`config.mk`:
```
export PLATFORM = sky130hd
export DESIGN_NAME = signed_alu_mul_div_factorial_core_flat
export DESIGN_NICKNAME = d
export VERILOG_FILES = /design/src/hdl/salu_pkg.sv /design/src/hdl/salu_if.sv /design/src/hdl/salu_mul.sv /design/src/hdl/salu_div.sv /design/src/hdl/signed_alu_mul_div_factorial_core.sv /design/src/flat_wrapper.sv
export SDC_FILE = /design/constraint.sdc
export NUM_CORES = 1
export LEC_CHECK = 0
export BUFFER_PORTS_ARGS = -buffer_cell sky130_fd_sc_hd__buf_2
export CORE_ASPECT_RATIO = 0.75
export CORE_MARGIN = 2
export CORE_UTILIZATION = 50
export DETAILED_ROUTE_END_ITERATION = 8
export GPL_TIMING_DRIVEN = 0
export PLACE_DENSITY_LB_ADDON = 0.1
export SLEW_MARGIN = 5
export SYNTH_ARGS = -nofsm -noshare
export SYNTH_HDL_FRONTEND = slang
export SYNTH_SLANG_ARGS = --single-unit
export TNS_END_PERCENT = 1
```
`constraint.sdc`:
```
create_clock -name clk_i -period 6.6 [get_ports clk_i]
set_input_delay 0.66 -clock clk_i [delete_from_list [all_inputs] [get_ports clk_i]]
set_output_delay 0.66 -clock clk_i [all_outputs]
set_load 0.02 [all_outputs]
```
`src/hdl/salu_pkg.sv`:
```
// Shared types and constants of the signed calculator core.
// No dependencies; every other file in hdl/ imports this package.
package salu_pkg;

  localparam int unsigned RESULT_BITS = 64;
  localparam int unsigned OP_BITS     = 3;
  localparam int unsigned ERR_BITS    = 3;
  // Largest factorial argument that still fits a signed 64-bit result.
  localparam int unsigned FACT_LIMIT  = 20;
  // Bits needed to hold a factorial argument up to FACT_LIMIT.
  localparam int unsigned FACT_BITS   = 5;

  typedef enum logic [OP_BITS-1:0] {
    OP_ADD  = 3'd0,
    OP_SUB  = 3'd1,
    OP_MUL  = 3'd2,
    OP_FACT = 3'd3,
    OP_DIV  = 3'd4
  } salu_op_e;

  typedef enum logic [ERR_BITS-1:0] {
    ERR_NONE     = 3'd0,
    ERR_DIV_ZERO = 3'd1,
    ERR_FACT_NEG = 3'd2,
    ERR_FACT_BIG = 3'd3,
    ERR_BAD_OP   = 3'd4
  } salu_err_e;

  typedef enum logic [2:0] {
    ST_IDLE,
    ST_MUL,
    ST_FACT,
    ST_FACT_WAIT,
    ST_DIV,
    ST_HOLD
  } salu_state_e;

  // Status of an iterative arithmetic unit.
  typedef struct packed {
    logic busy;
    logic done;
  } salu_stat_t;

endpackage

```
`src/hdl/salu_if.sv`:
```
// Request and response channel interfaces of the signed calculator core.
// Depends on salu_pkg.
interface salu_req_if import salu_pkg::*; #(
  parameter int unsigned OPERAND_BITS = 16
) ();
  logic                           valid;
  logic                           ready;
  logic        [OP_BITS-1:0]      req_type;
  logic signed [OPERAND_BITS-1:0] operand_a;
  logic signed [OPERAND_BITS-1:0] operand_b;

  modport source (output valid, req_type, operand_a, operand_b, input ready);
  modport sink   (input valid, req_type, operand_a, operand_b, output ready);
endinterface

interface salu_rsp_if import salu_pkg::*; #(
  parameter int unsigned OPERAND_BITS = 16
) ();
  logic                           valid;
  logic                           ready;
  logic signed [RESULT_BITS-1:0]  result_value;
  logic signed [OPERAND_BITS-1:0] remainder;
  logic                           overflow_flag;
  logic        [ERR_BITS-1:0]     error_code;

  modport source (output valid, result_value, remainder, overflow_flag, error_code,
                  input ready);
  modport sink   (input valid, result_value, remainder, overflow_flag, error_code,
                  output ready);
endinterface

```
`src/hdl/salu_mul.sv`:
```
// Bit-serial shift-add multiplier: one multiplier bit per cycle, 64-bit product.
// Depends on salu_pkg. Used for signed multiply and for factorial steps.
module salu_mul import salu_pkg::*; #(
  parameter int unsigned MPLIER_BITS = 16
) (
  input  logic                   clk_i,
  input  logic                   rst_ni,
  input  logic                   start_i,
  input  logic [RESULT_BITS-1:0] mcand_i,
  input  logic [MPLIER_BITS-1:0] mplier_i,
  output salu_stat_t             stat_o,
  output logic [RESULT_BITS-1:0] product_o
);

  logic                   busy_q, busy_d;
  logic [RESULT_BITS-1:0] mcand_q, mcand_d;
  logic [MPLIER_BITS-1:0] mplier_q, mplier_d;
  logic [RESULT_BITS-1:0] acc_q, acc_d;
  logic                   done;
  logic                   step;

  // Finish as soon as no multiplier bits are left.
  assign done = busy_q && (mplier_q == '0);
  assign step = busy_q && (mplier_q != '0);

  always_comb begin
    busy_d   = busy_q;
    mcand_d  = mcand_q;
    mplier_d = mplier_q;
    acc_d    = acc_q;
    if (start_i) begin
      busy_d   = 1'b1;
      mcand_d  = mcand_i;
      mplier_d = mplier_i;
      acc_d    = '0;
    end else if (step) begin
      // add the shifted multiplicand for the current multiplier bit
      if (mplier_q[0]) begin
        acc_d = acc_q + mcand_q;
      end
      mcand_d  = mcand_q << 1;
      mplier_d = mplier_q >> 1;
    end else if (done) begin
      busy_d = 1'b0;
    end
  end

  always_ff @(posedge clk_i or negedge rst_ni) begin
    if (!rst_ni) begin
      busy_q <= 1'b0;
    end else begin
      busy_q <= busy_d;
    end
  end

  always_ff @(posedge clk_i) begin
    mcand_q  <= mcand_d;
    mplier_q <= mplier_d;
    acc_q    <= acc_d;
  end

  assign stat_o.busy = busy_q;
  assign stat_o.done = done;
  assign product_o   = acc_q;

endmodule

```
`src/hdl/salu_div.sv`:
```
// Restoring divider on magnitudes: one quotient bit per cycle.
// Depends on salu_pkg.
module salu_div import salu_pkg::*; #(
  parameter int unsigned DIV_BITS = 16
) (
  input  logic                clk_i,
  input  logic                rst_ni,
  input  logic                start_i,
  input  logic [DIV_BITS-1:0] dividend_i,
  input  logic [DIV_BITS-1:0] divisor_i,
  output salu_stat_t          stat_o,
  output logic [DIV_BITS-1:0] quotient_o,
  output logic [DIV_BITS-1:0] remainder_o
);

  localparam int unsigned CntW = $clog2(DIV_BITS + 1);

  logic                busy_q, busy_d;
  logic [CntW-1:0]     cnt_q, cnt_d;
  logic [DIV_BITS-1:0] quo_q, quo_d;
  logic [DIV_BITS-1:0] rem_q, rem_d;
  logic [DIV_BITS-1:0] dvsr_q, dvsr_d;
  logic [DIV_BITS:0]   rem_sh;
  logic [DIV_BITS+1:0] trial;
  logic                ge;
  logic                done;

  assign done = busy_q && (cnt_q == '0);

  // Trial subtraction of the divisor from the shifted partial remainder.
  assign rem_sh = {rem_q, quo_q[DIV_BITS-1]};
  assign trial  = {1'b0, rem_sh} - {2'b00, dvsr_q};
  assign ge     = !trial[DIV_BITS+1];

  always_comb begin
    busy_d = busy_q;
    cnt_d  = cnt_q;
    quo_d  = quo_q;
    rem_d  = rem_q;
    dvsr_d = dvsr_q;
    if (start_i) begin
      busy_d = 1'b1;
      cnt_d  = CntW'(DIV_BITS);
      quo_d  = dividend_i;
      rem_d  = '0;
      dvsr_d = divisor_i;
    end else if (busy_q && (cnt_q != '0)) begin
      // dividend bits shift out at the top, quotient bits in at the bottom
      rem_d = ge ? trial[DIV_BITS-1:0] : rem_sh[DIV_BITS-1:0];
      quo_d = {quo_q[DIV_BITS-2:0], ge};
      cnt_d = cnt_q - 1'b1;
    end else if (done) begin
      busy_d = 1'b0;
    end
  end

  always_ff @(posedge clk_i or negedge rst_ni) begin
    if (!rst_ni) begin
      busy_q <= 1'b0;
      cnt_q  <= '0;
    end else begin
      busy_q <= busy_d;
      cnt_q  <= cnt_d;
    end
  end

  always_ff @(posedge clk_i) begin
    quo_q  <= quo_d;
    rem_q  <= rem_d;
    dvsr_q <= dvsr_d;
  end

  assign stat_o.busy  = busy_q;
  assign stat_o.done  = done;
  assign quotient_o   = quo_q;
  assign remainder_o  = rem_q;

endmodule

```
`src/hdl/signed_alu_mul_div_factorial_core.sv`:
```
// Signed calculator core: add, subtract, multiply, factorial, divide.
// Depends on salu_pkg, salu_if, salu_mul and salu_div.
//
// Usage: a request on req_i (valid/ready) carries an operation code and two
// signed OPERAND_BITS-bit operands; exactly one response leaves on rsp_o with
// a 64-bit signed value, a remainder, an overflow flag and an error code.
// One request is worked on at a time; req_i.ready is high while the core is
// idle. A finished response sits in an output register, so the next request
// is taken while the receiver still stalls the previous response.
// Add, subtract, errors and invalid codes go straight to the hold state;
// multiply runs the serial multiplier, which stops once no bits of |operand_b|
// are left; divide runs the serial divider, one quotient bit per cycle;
// factorial of n does one multiplication per factor, from n down to 2, on
// the shared serial multiplier.
// Reset clears the control state and the output valid; no request or
// response is pending after reset. A stalled response holds its payload; a
// following result waits in the hold state until the output register frees up.
module signed_alu_mul_div_factorial_core import salu_pkg::*; #(
  parameter int unsigned OPERAND_BITS = 16
) (
  input  logic        clk_i,
  input  logic        rst_ni,
  salu_req_if.sink    req_i,
  salu_rsp_if.source  rsp_o
);

  localparam int unsigned N    = OPERAND_BITS;
  localparam int unsigned MulW = (OPERAND_BITS > FACT_BITS) ? OPERAND_BITS : FACT_BITS;

  salu_state_e            state_q, state_d;
  logic [RESULT_BITS-1:0] res_val_q, res_val_d;
  logic [N-1:0]           res_rem_q, res_rem_d;
  logic                   res_ovf_q, res_ovf_d;
  salu_err_e              res_err_q, res_err_d;
  logic                   neg_q, neg_d;
  logic                   rem_neg_q, rem_neg_d;
  logic [FACT_BITS-1:0]   fact_n_q, fact_n_d;

  logic                   out_valid_q, out_valid_d;
  logic [RESULT_BITS-1:0] out_val_q;
  logic [N-1:0]           out_rem_q;
  logic                   out_ovf_q;
  salu_err_e              out_err_q;
  logic                   out_load;

  logic [N-1:0]           a_mag, b_mag;
  logic signed [N:0]      add_a, add_b, sum_ext;
  logic [RESULT_BITS-1:0] quo_ext;

  logic                   mul_start;
  logic [RESULT_BITS-1:0] mul_mcand;
  logic [MulW-1:0]        mul_mplier;
  salu_stat_t             mul_stat;
  logic [RESULT_BITS-1:0] mul_prod;

  logic                   div_start;
  salu_stat_t             div_stat;
  logic [N-1:0]           div_quo, div_rem;

  // Operand magnitudes and the narrow add/subtract path.
  assign a_mag   = req_i.operand_a[N-1] ? (~req_i.operand_a + 1'b1) : req_i.operand_a;
  assign b_mag   = req_i.operand_b[N-1] ? (~req_i.operand_b + 1'b1) : req_i.operand_b;
  assign add_a   = {req_i.operand_a[N-1], req_i.operand_a};
  assign add_b   = {req_i.operand_b[N-1], req_i.operand_b};
  assign sum_ext = (req_i.req_type == OP_SUB) ? (add_a - add_b) : (add_a + add_b);
  assign quo_ext = RESULT_BITS'(div_quo);

  assign req_i.ready = (state_q == ST_IDLE);

  salu_mul #(
    .MPLIER_BITS (MulW)
  ) u_mul (
    .clk_i     (clk_i),
    .rst_ni    (rst_ni),
    .start_i   (mul_start),
    .mcand_i   (mul_mcand),
    .mplier_i  (mul_mplier),
    .stat_o    (mul_stat),
    .product_o (mul_prod)
  );

  salu_div #(
    .DIV_BITS (N)
  ) u_div (
    .clk_i       (clk_i),
    .rst_ni      (rst_ni),
    .start_i     (div_start),
    .dividend_i  (a_mag),
    .divisor_i   (b_mag),
    .stat_o      (div_stat),
    .quotient_o  (div_quo),
    .remainder_o (div_rem)
  );

  // Sequencer: decode, run the serial units, then hand off to the output register.
  always_comb begin
    state_d    = state_q;
    res_val_d  = res_val_q;
    res_rem_d  = res_rem_q;
    res_ovf_d  = res_ovf_q;
    res_err_d  = res_err_q;
    neg_d      = neg_q;
    rem_neg_d  = rem_neg_q;
    fact_n_d   = fact_n_q;
    mul_start  = 1'b0;
    mul_mcand  = res_val_q;
    mul_mplier = MulW'(fact_n_q);
    div_start  = 1'b0;
    out_load   = 1'b0;

    case (state_q)
      ST_IDLE: begin
        if (req_i.valid) begin
          res_val_d = '0;
          res_rem_d = '0;
          res_ovf_d = 1'b0;
          res_err_d = ERR_NONE;
          state_d   = ST_HOLD;
          case (salu_op_e'(req_i.req_type))
            OP_ADD, OP_SUB: begin
              res_val_d = RESULT_BITS'(sum_ext);
            end
            OP_MUL: begin
              mul_start  = 1'b1;
              mul_mcand  = RESULT_BITS'(a_mag);
              mul_mplier = MulW'(b_mag);
              neg_d      = req_i.operand_a[N-1] ^ req_i.operand_b[N-1];
              state_d    = ST_MUL;
            end
            OP_FACT: begin
              res_val_d = RESULT_BITS'(1);
              if (req_i.operand_a[N-1]) begin
                res_err_d = ERR_FACT_NEG;
              end else if (a_mag > FACT_LIMIT) begin
                res_ovf_d = 1'b1;
                res_err_d = ERR_FACT_BIG;
              end else begin
                fact_n_d = FACT_BITS'(a_mag);
                state_d  = ST_FACT;
              end
            end
            OP_DIV: begin
              if (req_i.operand_b == '0) begin
                res_err_d = ERR_DIV_ZERO;
              end else begin
                div_start = 1'b1;
                neg_d     = req_i.operand_a[N-1] ^ req_i.operand_b[N-1];
                rem_neg_d = req_i.operand_a[N-1];
                state_d   = ST_DIV;
              end
            end
            default: begin
              res_err_d = ERR_BAD_OP;
            end
          endcase
        end
      end
      ST_MUL: begin
        if (mul_stat.done) begin
          res_val_d = neg_q ? -mul_prod : mul_prod;
          state_d   = ST_HOLD;
        end
      end
      // one multiplication per factor, counting the factor down to 2
      ST_FACT: begin
        if (fact_n_q <= FACT_BITS'(1)) begin
          state_d = ST_HOLD;
        end else begin
          mul_start = 1'b1;
          state_d   = ST_FACT_WAIT;
        end
      end
      ST_FACT_WAIT: begin
        if (mul_stat.done) begin
          res_val_d = mul_prod;
          fact_n_d  = fact_n_q - 1'b1;
          state_d   = ST_FACT;
        end
      end
      ST_DIV: begin
        if (div_stat.done) begin
          res_val_d = neg_q ? -quo_ext : quo_ext;
          res_rem_d = rem_neg_q ? (~div_rem + 1'b1) : div_rem;
          state_d   = ST_HOLD;
        end
      end
      ST_HOLD: begin
        if (!out_valid_q || rsp_o.ready) begin
          out_load = 1'b1;
          state_d  = ST_IDLE;
        end
      end
      default: begin
        state_d = ST_IDLE;
      end
    endcase
  end

  // Output register valid: set on load, cleared when the response is taken.
  always_comb begin
    out_valid_d = out_valid_q;
    if (out_load) begin
      out_valid_d = 1'b1;
    end else if (rsp_o.ready) begin
      out_valid_d = 1'b0;
    end
  end

  always_ff @(posedge clk_i or negedge rst_ni) begin
    if (!rst_ni) begin
      state_q     <= ST_IDLE;
      out_valid_q <= 1'b0;
    end else begin
      state_q     <= state_d;
      out_valid_q <= out_valid_d;
    end
  end

  always_ff @(posedge clk_i) begin
    res_val_q <= res_val_d;
    res_rem_q <= res_rem_d;
    res_ovf_q <= res_ovf_d;
    res_err_q <= res_err_d;
    neg_q     <= neg_d;
    rem_neg_q <= rem_neg_d;
    fact_n_q  <= fact_n_d;
    if (out_load) begin
      out_val_q <= res_val_q;
      out_rem_q <= res_rem_q;
      out_ovf_q <= res_ovf_q;
      out_err_q <= res_err_q;
    end
  end

  assign rsp_o.valid         = out_valid_q;
  assign rsp_o.result_value  = out_val_q;
  assign rsp_o.remainder     = out_rem_q;
  assign rsp_o.overflow_flag = out_ovf_q;
  assign rsp_o.error_code    = out_err_q;

  // Checks on sequencing and result coding.
  a_mul_start_idle: assert property (@(posedge clk_i) disable iff (!rst_ni)
    mul_start |-> !mul_stat.busy)
    else $error("multiplier restarted while busy");

  a_div_start_idle: assert property (@(posedge clk_i) disable iff (!rst_ni)
    div_start |-> !div_stat.busy)
    else $error("divider restarted while busy");

  a_div_zero_err: assert property (@(posedge clk_i) disable iff (!rst_ni)
    (req_i.valid && req_i.ready && (req_i.req_type == OP_DIV) && (req_i.operand_b == '0))
      |=> (res_err_q == ERR_DIV_ZERO) && (state_q == ST_HOLD))
    else $error("divide by zero not flagged");

  a_load_from_hold: assert property (@(posedge clk_i) disable iff (!rst_ni)
    $rose(rsp_o.valid) |-> $past(state_q == ST_HOLD))
    else $error("response loaded outside the hold state");

  a_ovf_coding: assert property (@(posedge clk_i) disable iff (!rst_ni)
    rsp_o.valid |-> (rsp_o.overflow_flag == (rsp_o.error_code == ERR_FACT_BIG)))
    else $error("overflow flag disagrees with error code");

endmodule

```
`src/flat_wrapper.sv`:
```
// flat-port wrapper written by rule: the top's interface ports become plain ports
module signed_alu_mul_div_factorial_core_flat import salu_pkg::*;
#(
  parameter int unsigned OPERAND_BITS = 16
)
  (clk_i, rst_ni, req_i_valid, req_i_req_type, req_i_operand_a, req_i_operand_b, req_i_ready, rsp_o_valid, rsp_o_result_value, rsp_o_remainder, rsp_o_overflow_flag, rsp_o_error_code, rsp_o_ready);
  salu_req_if #(.OPERAND_BITS(OPERAND_BITS)) req_i_i ();
  salu_rsp_if #(.OPERAND_BITS(OPERAND_BITS)) rsp_o_i ();
  input  logic clk_i;
  input  logic rst_ni;
  input wire logic [$bits(req_i_i.valid)-1:0] req_i_valid;
  input wire logic [$bits(req_i_i.req_type)-1:0] req_i_req_type;
  input wire logic [$bits(req_i_i.operand_a)-1:0] req_i_operand_a;
  input wire logic [$bits(req_i_i.operand_b)-1:0] req_i_operand_b;
  output wire logic [$bits(req_i_i.ready)-1:0] req_i_ready;
  output wire logic [$bits(rsp_o_i.valid)-1:0] rsp_o_valid;
  output wire logic [$bits(rsp_o_i.result_value)-1:0] rsp_o_result_value;
  output wire logic [$bits(rsp_o_i.remainder)-1:0] rsp_o_remainder;
  output wire logic [$bits(rsp_o_i.overflow_flag)-1:0] rsp_o_overflow_flag;
  output wire logic [$bits(rsp_o_i.error_code)-1:0] rsp_o_error_code;
  input wire logic [$bits(rsp_o_i.ready)-1:0] rsp_o_ready;
  assign req_i_i.valid = req_i_valid;
  assign req_i_i.req_type = req_i_req_type;
  assign req_i_i.operand_a = req_i_operand_a;
  assign req_i_i.operand_b = req_i_operand_b;
  assign req_i_ready = req_i_i.ready;
  assign rsp_o_valid = rsp_o_i.valid;
  assign rsp_o_result_value = rsp_o_i.result_value;
  assign rsp_o_remainder = rsp_o_i.remainder;
  assign rsp_o_overflow_flag = rsp_o_i.overflow_flag;
  assign rsp_o_error_code = rsp_o_i.error_code;
  assign rsp_o_i.ready = rsp_o_ready;
  signed_alu_mul_div_factorial_core #(.OPERAND_BITS(OPERAND_BITS)) u_core (.clk_i(clk_i), .rst_ni(rst_ni), .req_i(req_i_i), .rsp_o(rsp_o_i));
endmodule
```
==> impl_metrics.prom <==
# TYPE chip_impl_metric gauge
chip_impl_info{name="crit_path_cell_trace",value="buf_2 > inv_1 > ha_1 > or3b_4 > or3_4 > or3_4 > or3_1 > nand2_1 > xor2_1 > ha_1 > nor2_1 > a311o_1 > o21ai_0 > xnor2_1 > nor2_1 > clkbuf_1 > a211o_1"} 1
chip_impl_metric{name="synth_sequential_area_ratio",unit=""} 0.471
chip_impl_info{name="final_cell_mix",value="356 x sky130_fd_sc_hd__nand2_1, 287 x sky130_fd_sc_hd__edfxtp_1, 210 x sky130_fd_sc_hd__a21oi_1"} 1
chip_impl_metric{name="final-instance-count-excl-fill",unit=""} 3129
chip_impl_metric{name="hpwlAfterDp",unit="µm"} 49700
chip_impl_metric{name="ffs_w_async_s_r_synth",unit=""} 0.0291
chip_impl_metric{name="synth_warnings",unit=""} 0
chip_impl_metric{name="die_w",unit="µm"} 248
chip_impl_metric{name="fin_nets",unit=""} 2667
chip_impl_metric{name="fin_setup_tns",unit="ns"} 0
chip_impl_info{name="clock_tree_from_tritoncts",value="done"} 1
chip_impl_metric{name="ys_types",unit=""} 70
chip_impl_metric{name="power-per-cell-area",unit="nW/µm²"} 404
chip_impl_metric{name="remaining_drc_errors",unit=""} 0
chip_impl_metric{name="regToRegSetupSlack",unit="ns"} 2.20
chip_impl_metric{name="maximum_number_of_pins_on_one_net_before_global_route_repair",unit=""} 52
chip_impl_metric{name="post-route-cell-area",unit="µm²"} 25100
chip_impl_metric{name="cts_inserted_buffers",unit=""} 41
chip_impl_metric{name="holdPathStages",unit=""} 1
chip_impl_metric{name="ctsResizeCount",unit=""} 0
chip_impl_metric{name="layout-drive-gt1-share",unit=""} 0.0831
chip_impl_metric{name="h_tree_lvls",unit=""} 2
chip_impl_info{name="grt_setup_unrepaired",value="no"} 1
chip_impl_info{name="cts-root-buf",value="sky130_fd_sc_hd__clkbuf_16"} 1
chip_impl_metric{name="globalRouteOverflowTotal",unit=""} 0
chip_impl_metric{name="timing.reg2reg.worst_path_depth",unit=""} 13
chip_impl_metric{name="critical-path-max-stage-delay",unit="ns"} 0.47
chip_impl_metric{name="core.rowCount",unit=""} 66
chip_impl_metric{name="cp_data_arrival_time",unit="ns"} 5.31
chip_impl_metric{name="vias_in_the_first_global_route",unit=""} 17717
chip_impl_metric{name="ys_seq_elements",unit=""} 378
chip_impl_info{name="worst-setup-path-type",value="in2reg"} 1
chip_impl_metric{name="synth_edf_count",unit=""} 287
chip_impl_metric{name="fin_worst_skew",unit="ns"} 0.0184
chip_impl_metric{name="grt_pass1_wl",unit="µm"} 103000
chip_impl_info{name="critical_path.endpoint_type",value="flop"} 1
chip_impl_metric{name="drt-vias-per-instance",unit=""} 6.03
chip_impl_metric{name="syn-num-nets",unit=""} 2497
chip_impl_metric{name="drt_pre_antenna_iters",unit=""} 6
chip_impl_metric{name="irDropWorstVdd",unit="mV"} 0.235
chip_impl_metric{name="area_growth_syn_to_layout",unit="%"} 12.7
chip_impl_metric{name="synthesis.area",unit="µm²"} 22300
chip_impl_metric{name="timing.critical_path.depth",unit=""} 17
chip_impl_metric{name="worstPathBufferInverterCount",unit=""} 3
chip_impl_metric{name="grt_use_met1",unit=""} 0.450
chip_impl_metric{name="max_freq",unit="MHz"} 205
chip_impl_metric{name="critical_path_maximum_fanout",unit=""} 10
chip_impl_metric{name="initial_antenna_violation_count",unit=""} 0
chip_impl_metric{name="timing.final.max_slew_violations",unit=""} 0
chip_impl_metric{name="syn-instance-count",unit=""} 2348
chip_impl_metric{name="port_buffers",unit=""} 122
chip_impl_metric{name="post-route-min-period",unit="ns"} 4.87
chip_impl_metric{name="placed_area",unit="µm²"} 23700
chip_impl_metric{name="antenna_cells_inserted",unit=""} 0
chip_impl_metric{name="gr-usage-all-layers",unit=""} 0.285
chip_impl_metric{name="clock_insertion_delay_worst_skew",unit="ns"} 0.58
chip_impl_metric{name="totalWireLength",unit="µm"} 66800
chip_impl_metric{name="fp.dieArea",unit="µm²"} 46300
chip_impl_metric{name="worstPathRequired",unit="ns"} 7.04
chip_impl_metric{name="leakage",unit="nW"} 10.2
chip_impl_info{name="most_used_flip_flop_cell_after_synthesis",value="sky130_fd_sc_hd__edfxtp_1"} 1
chip_impl_metric{name="route.antenna.remaining_nets",unit=""} 0
chip_impl_metric{name="drtIter0Drc",unit=""} 2075
chip_impl_metric{name="numClockSinks",unit=""} 378
chip_impl_metric{name="synthesis.area_per_instance",unit="µm²"} 9.49
chip_impl_metric{name="dr_total_vias",unit=""} 18867
chip_impl_metric{name="place.detailed.instances",unit=""} 3052
chip_impl_metric{name="clkSlewWorstSetupHoldPaths",unit="ns"} 0.07
chip_impl_metric{name="hold_violations",unit=""} 0
chip_impl_info{name="busiest_layer",value="met1"} 1
chip_impl_metric{name="period_share",unit=""} 0.737
chip_impl_metric{name="maxSlewHeadroom",unit=""} 0.269
chip_impl_info{name="timing.hold.worst.class",value="in2reg"} 1
chip_impl_info{name="top_family_by_delay_on_critical_path",value="simple AND/OR/NAND/NOR gates"} 1
chip_impl_info{name="startpoint_class_of_the_critical_path",value="primary input"} 1
chip_impl_metric{name="cap_violations",unit=""} 0
chip_impl_metric{name="core_area",unit="µm²"} 43700
chip_impl_metric{name="cts.path.max_buffers",unit=""} 3
chip_impl_info{name="layout.cells.most_common",value="sky130_fd_sc_hd__nand2_1"} 1
chip_impl_metric{name="io_pins",unit=""} 125
chip_impl_metric{name="fp.dieH",unit="µm"} 187
chip_impl_metric{name="setup_viol",unit=""} 0
chip_impl_metric{name="globalplace.congestion",unit=""} 0.935
chip_impl_info{name="timing.critical_path.slowest_stage_cell",value="sky130_fd_sc_hd__clkbuf_1"} 1
chip_impl_metric{name="global_route.usage.met2",unit=""} 0.397
chip_impl_info{name="run_status",value="finished clean"} 1
chip_impl_metric{name="gr-usage-met3",unit=""} 0.0572
chip_impl_metric{name="route.detailed.wl_per_inst",unit="µm"} 21.3
chip_impl_metric{name="start_util",unit=""} 0.510
chip_impl_metric{name="max_slew.worst_pin.slew",unit="ns"} 1.09
-- cells in the mapped netlist, types with 48 or more instances --
master                     number  area, µm²
sky130_fd_sc_hd__clkbuf_1      94        353
sky130_fd_sc_hd__dfxtp_1       80       1600
sky130_fd_sc_hd__xor2_1       111        972
sky130_fd_sc_hd__nand3_1       48        240
sky130_fd_sc_hd__inv_1         76        285
sky130_fd_sc_hd__nor2_1       164        616
sky130_fd_sc_hd__xnor2_1      100        876
sky130_fd_sc_hd__nand2_1      357       1340
sky130_fd_sc_hd__a21oi_1      210       1050
sky130_fd_sc_hd__a211o_1       49        429
sky130_fd_sc_hd__o21ai_0      189        946
sky130_fd_sc_hd__edfxtp_1     287       8620
sky130_fd_sc_hd__ha_1         107       1340
-- logic make-up after synthesis --
group | count (synthesis) | share of synthesized area
compound gates | 669 | 0.187
xor+xnor | 211 | 0.0829
fa+ha+maj | 110 | 0.0627
buf+inv | 193 | 0.0338
flops | 378 | 0.471
mux | 12 | 0.00539
simple gates | 775 | 0.157
-- worst reg2reg max path, stage by stage, from the launching register on --
cell	delay, ns
sky130_fd_sc_hd__edfxtp_1	0.45
sky130_fd_sc_hd__ha_1	0.32
sky130_fd_sc_hd__clkbuf_1	0.18
sky130_fd_sc_hd__a21oi_1	0.37
sky130_fd_sc_hd__o211ai_1	0.16
sky130_fd_sc_hd__a221o_1	0.37
sky130_fd_sc_hd__a221oi_1	0.30
sky130_fd_sc_hd__nand3_1	0.21
sky130_fd_sc_hd__a41o_1	0.39
sky130_fd_sc_hd__a41oi_1	0.60
sky130_fd_sc_hd__o21ai_0	0.32
sky130_fd_sc_hd__a21oi_1	0.32
sky130_fd_sc_hd__mux2i_1	0.22
sky130_fd_sc_hd__nand3_1	0.08
-- area by class of cell --
class                           instances  area, µm²
Buffer                                117        470
Clock buffer                           51       1070
Clock inverter                         25        285
Fill cell                            3862      18600
Inverter                               76        285
Multi-Input combinational cell       1777      11100
Sequential cell                       378      10500
Tap cell                              578        723
Timing Repair Buffer                  127        716
-- metal layers --
layer / share of wire / up-vias
met4: 0.021 / 0
met2: 0.41 / 792
met3: 0.091 / 116
met1: 0.48 / 9072
met5: 0 / -
li1: - / 8887
-- state kept, by name, summed over array words and instances (netlist names), 5 cells and up --
signal                     count
u_core.res_rem_q              16
u_core.u_div.quotient_o       16
u_core.res_val_q              64
u_core.u_div.dvsr_q           16
u_core.u_div.remainder_o      16
u_core.rsp_o.result_value     64
u_core.u_mul.mplier_q         16
u_core.u_mul.mcand_q          64
u_core.rsp_o.remainder        16
u_core.u_mul.product_o        64
u_core.fact_n_q                5
u_core.u_div.cnt_q             5
-- power breakdown --
| part | internal, W | switching, W |
|---|---|---|
| logic | 0.00172 | 0.00237 |
| clock network | 0.00134 | 0.00104 |
| registers | 0.00311 | 0.000572 |
-- stage by stage --
| stage | utilization | hold slack [ns] | power, W | setup WS, ns |
|---|---|---|---|---|
| floorplan | - | 0.364 | 0.00666 | 1.52 |
| global placement | 0.541 | 0.404 | 0.00760 | -0.757 |
| detailed placement | 0.544 | 0.405 | 0.00768 | 1.18 |
| CTS | 0.575 | 0.362 | 0.0101 | 1.76 |
| global route | 0.575 | 0.382 | 0.0108 | 1.42 |
| finish | 0.575 | 0.376 | 0.0101 | 1.73 |
-- repair_timing --
item,in CTS,in global routing
endpoints found under the hold margin,11,0
buffers inserted,0,0
hold buffers,1,0
-- worst paths after layout --
| check | endpoint | startpoint |
|---|---|---|
| hold / removal | u_core.u_div.dvsr_q[0]$_DFFE_PP_ | req_i_operand_b[0] |
| hold reg to reg | u_core.rsp_o.remainder[8]$_DFFE_PP_ | u_core.res_rem_q[8]$_SDFFCE_PN0P_ |
| setup reg to reg | u_core.u_mul.product_o[62]$_SDFFE_PP0P_ | u_core.u_mul.mcand_q[19]$_DFFE_PP_ |
| setup / recovery | u_core.res_val_q[39]$_DFFE_PP_ | req_i_operand_b[0] |
| max in group asynchronous | u_core.u_div.cnt_q[0]$_DFFE_PN0P_ | rst_ni |
| min in group asynchronous | u_core.state_q[1]$_DFFE_PN0P_ | rst_ni |
No activity file was read; power rests on OpenSTA's default activity.
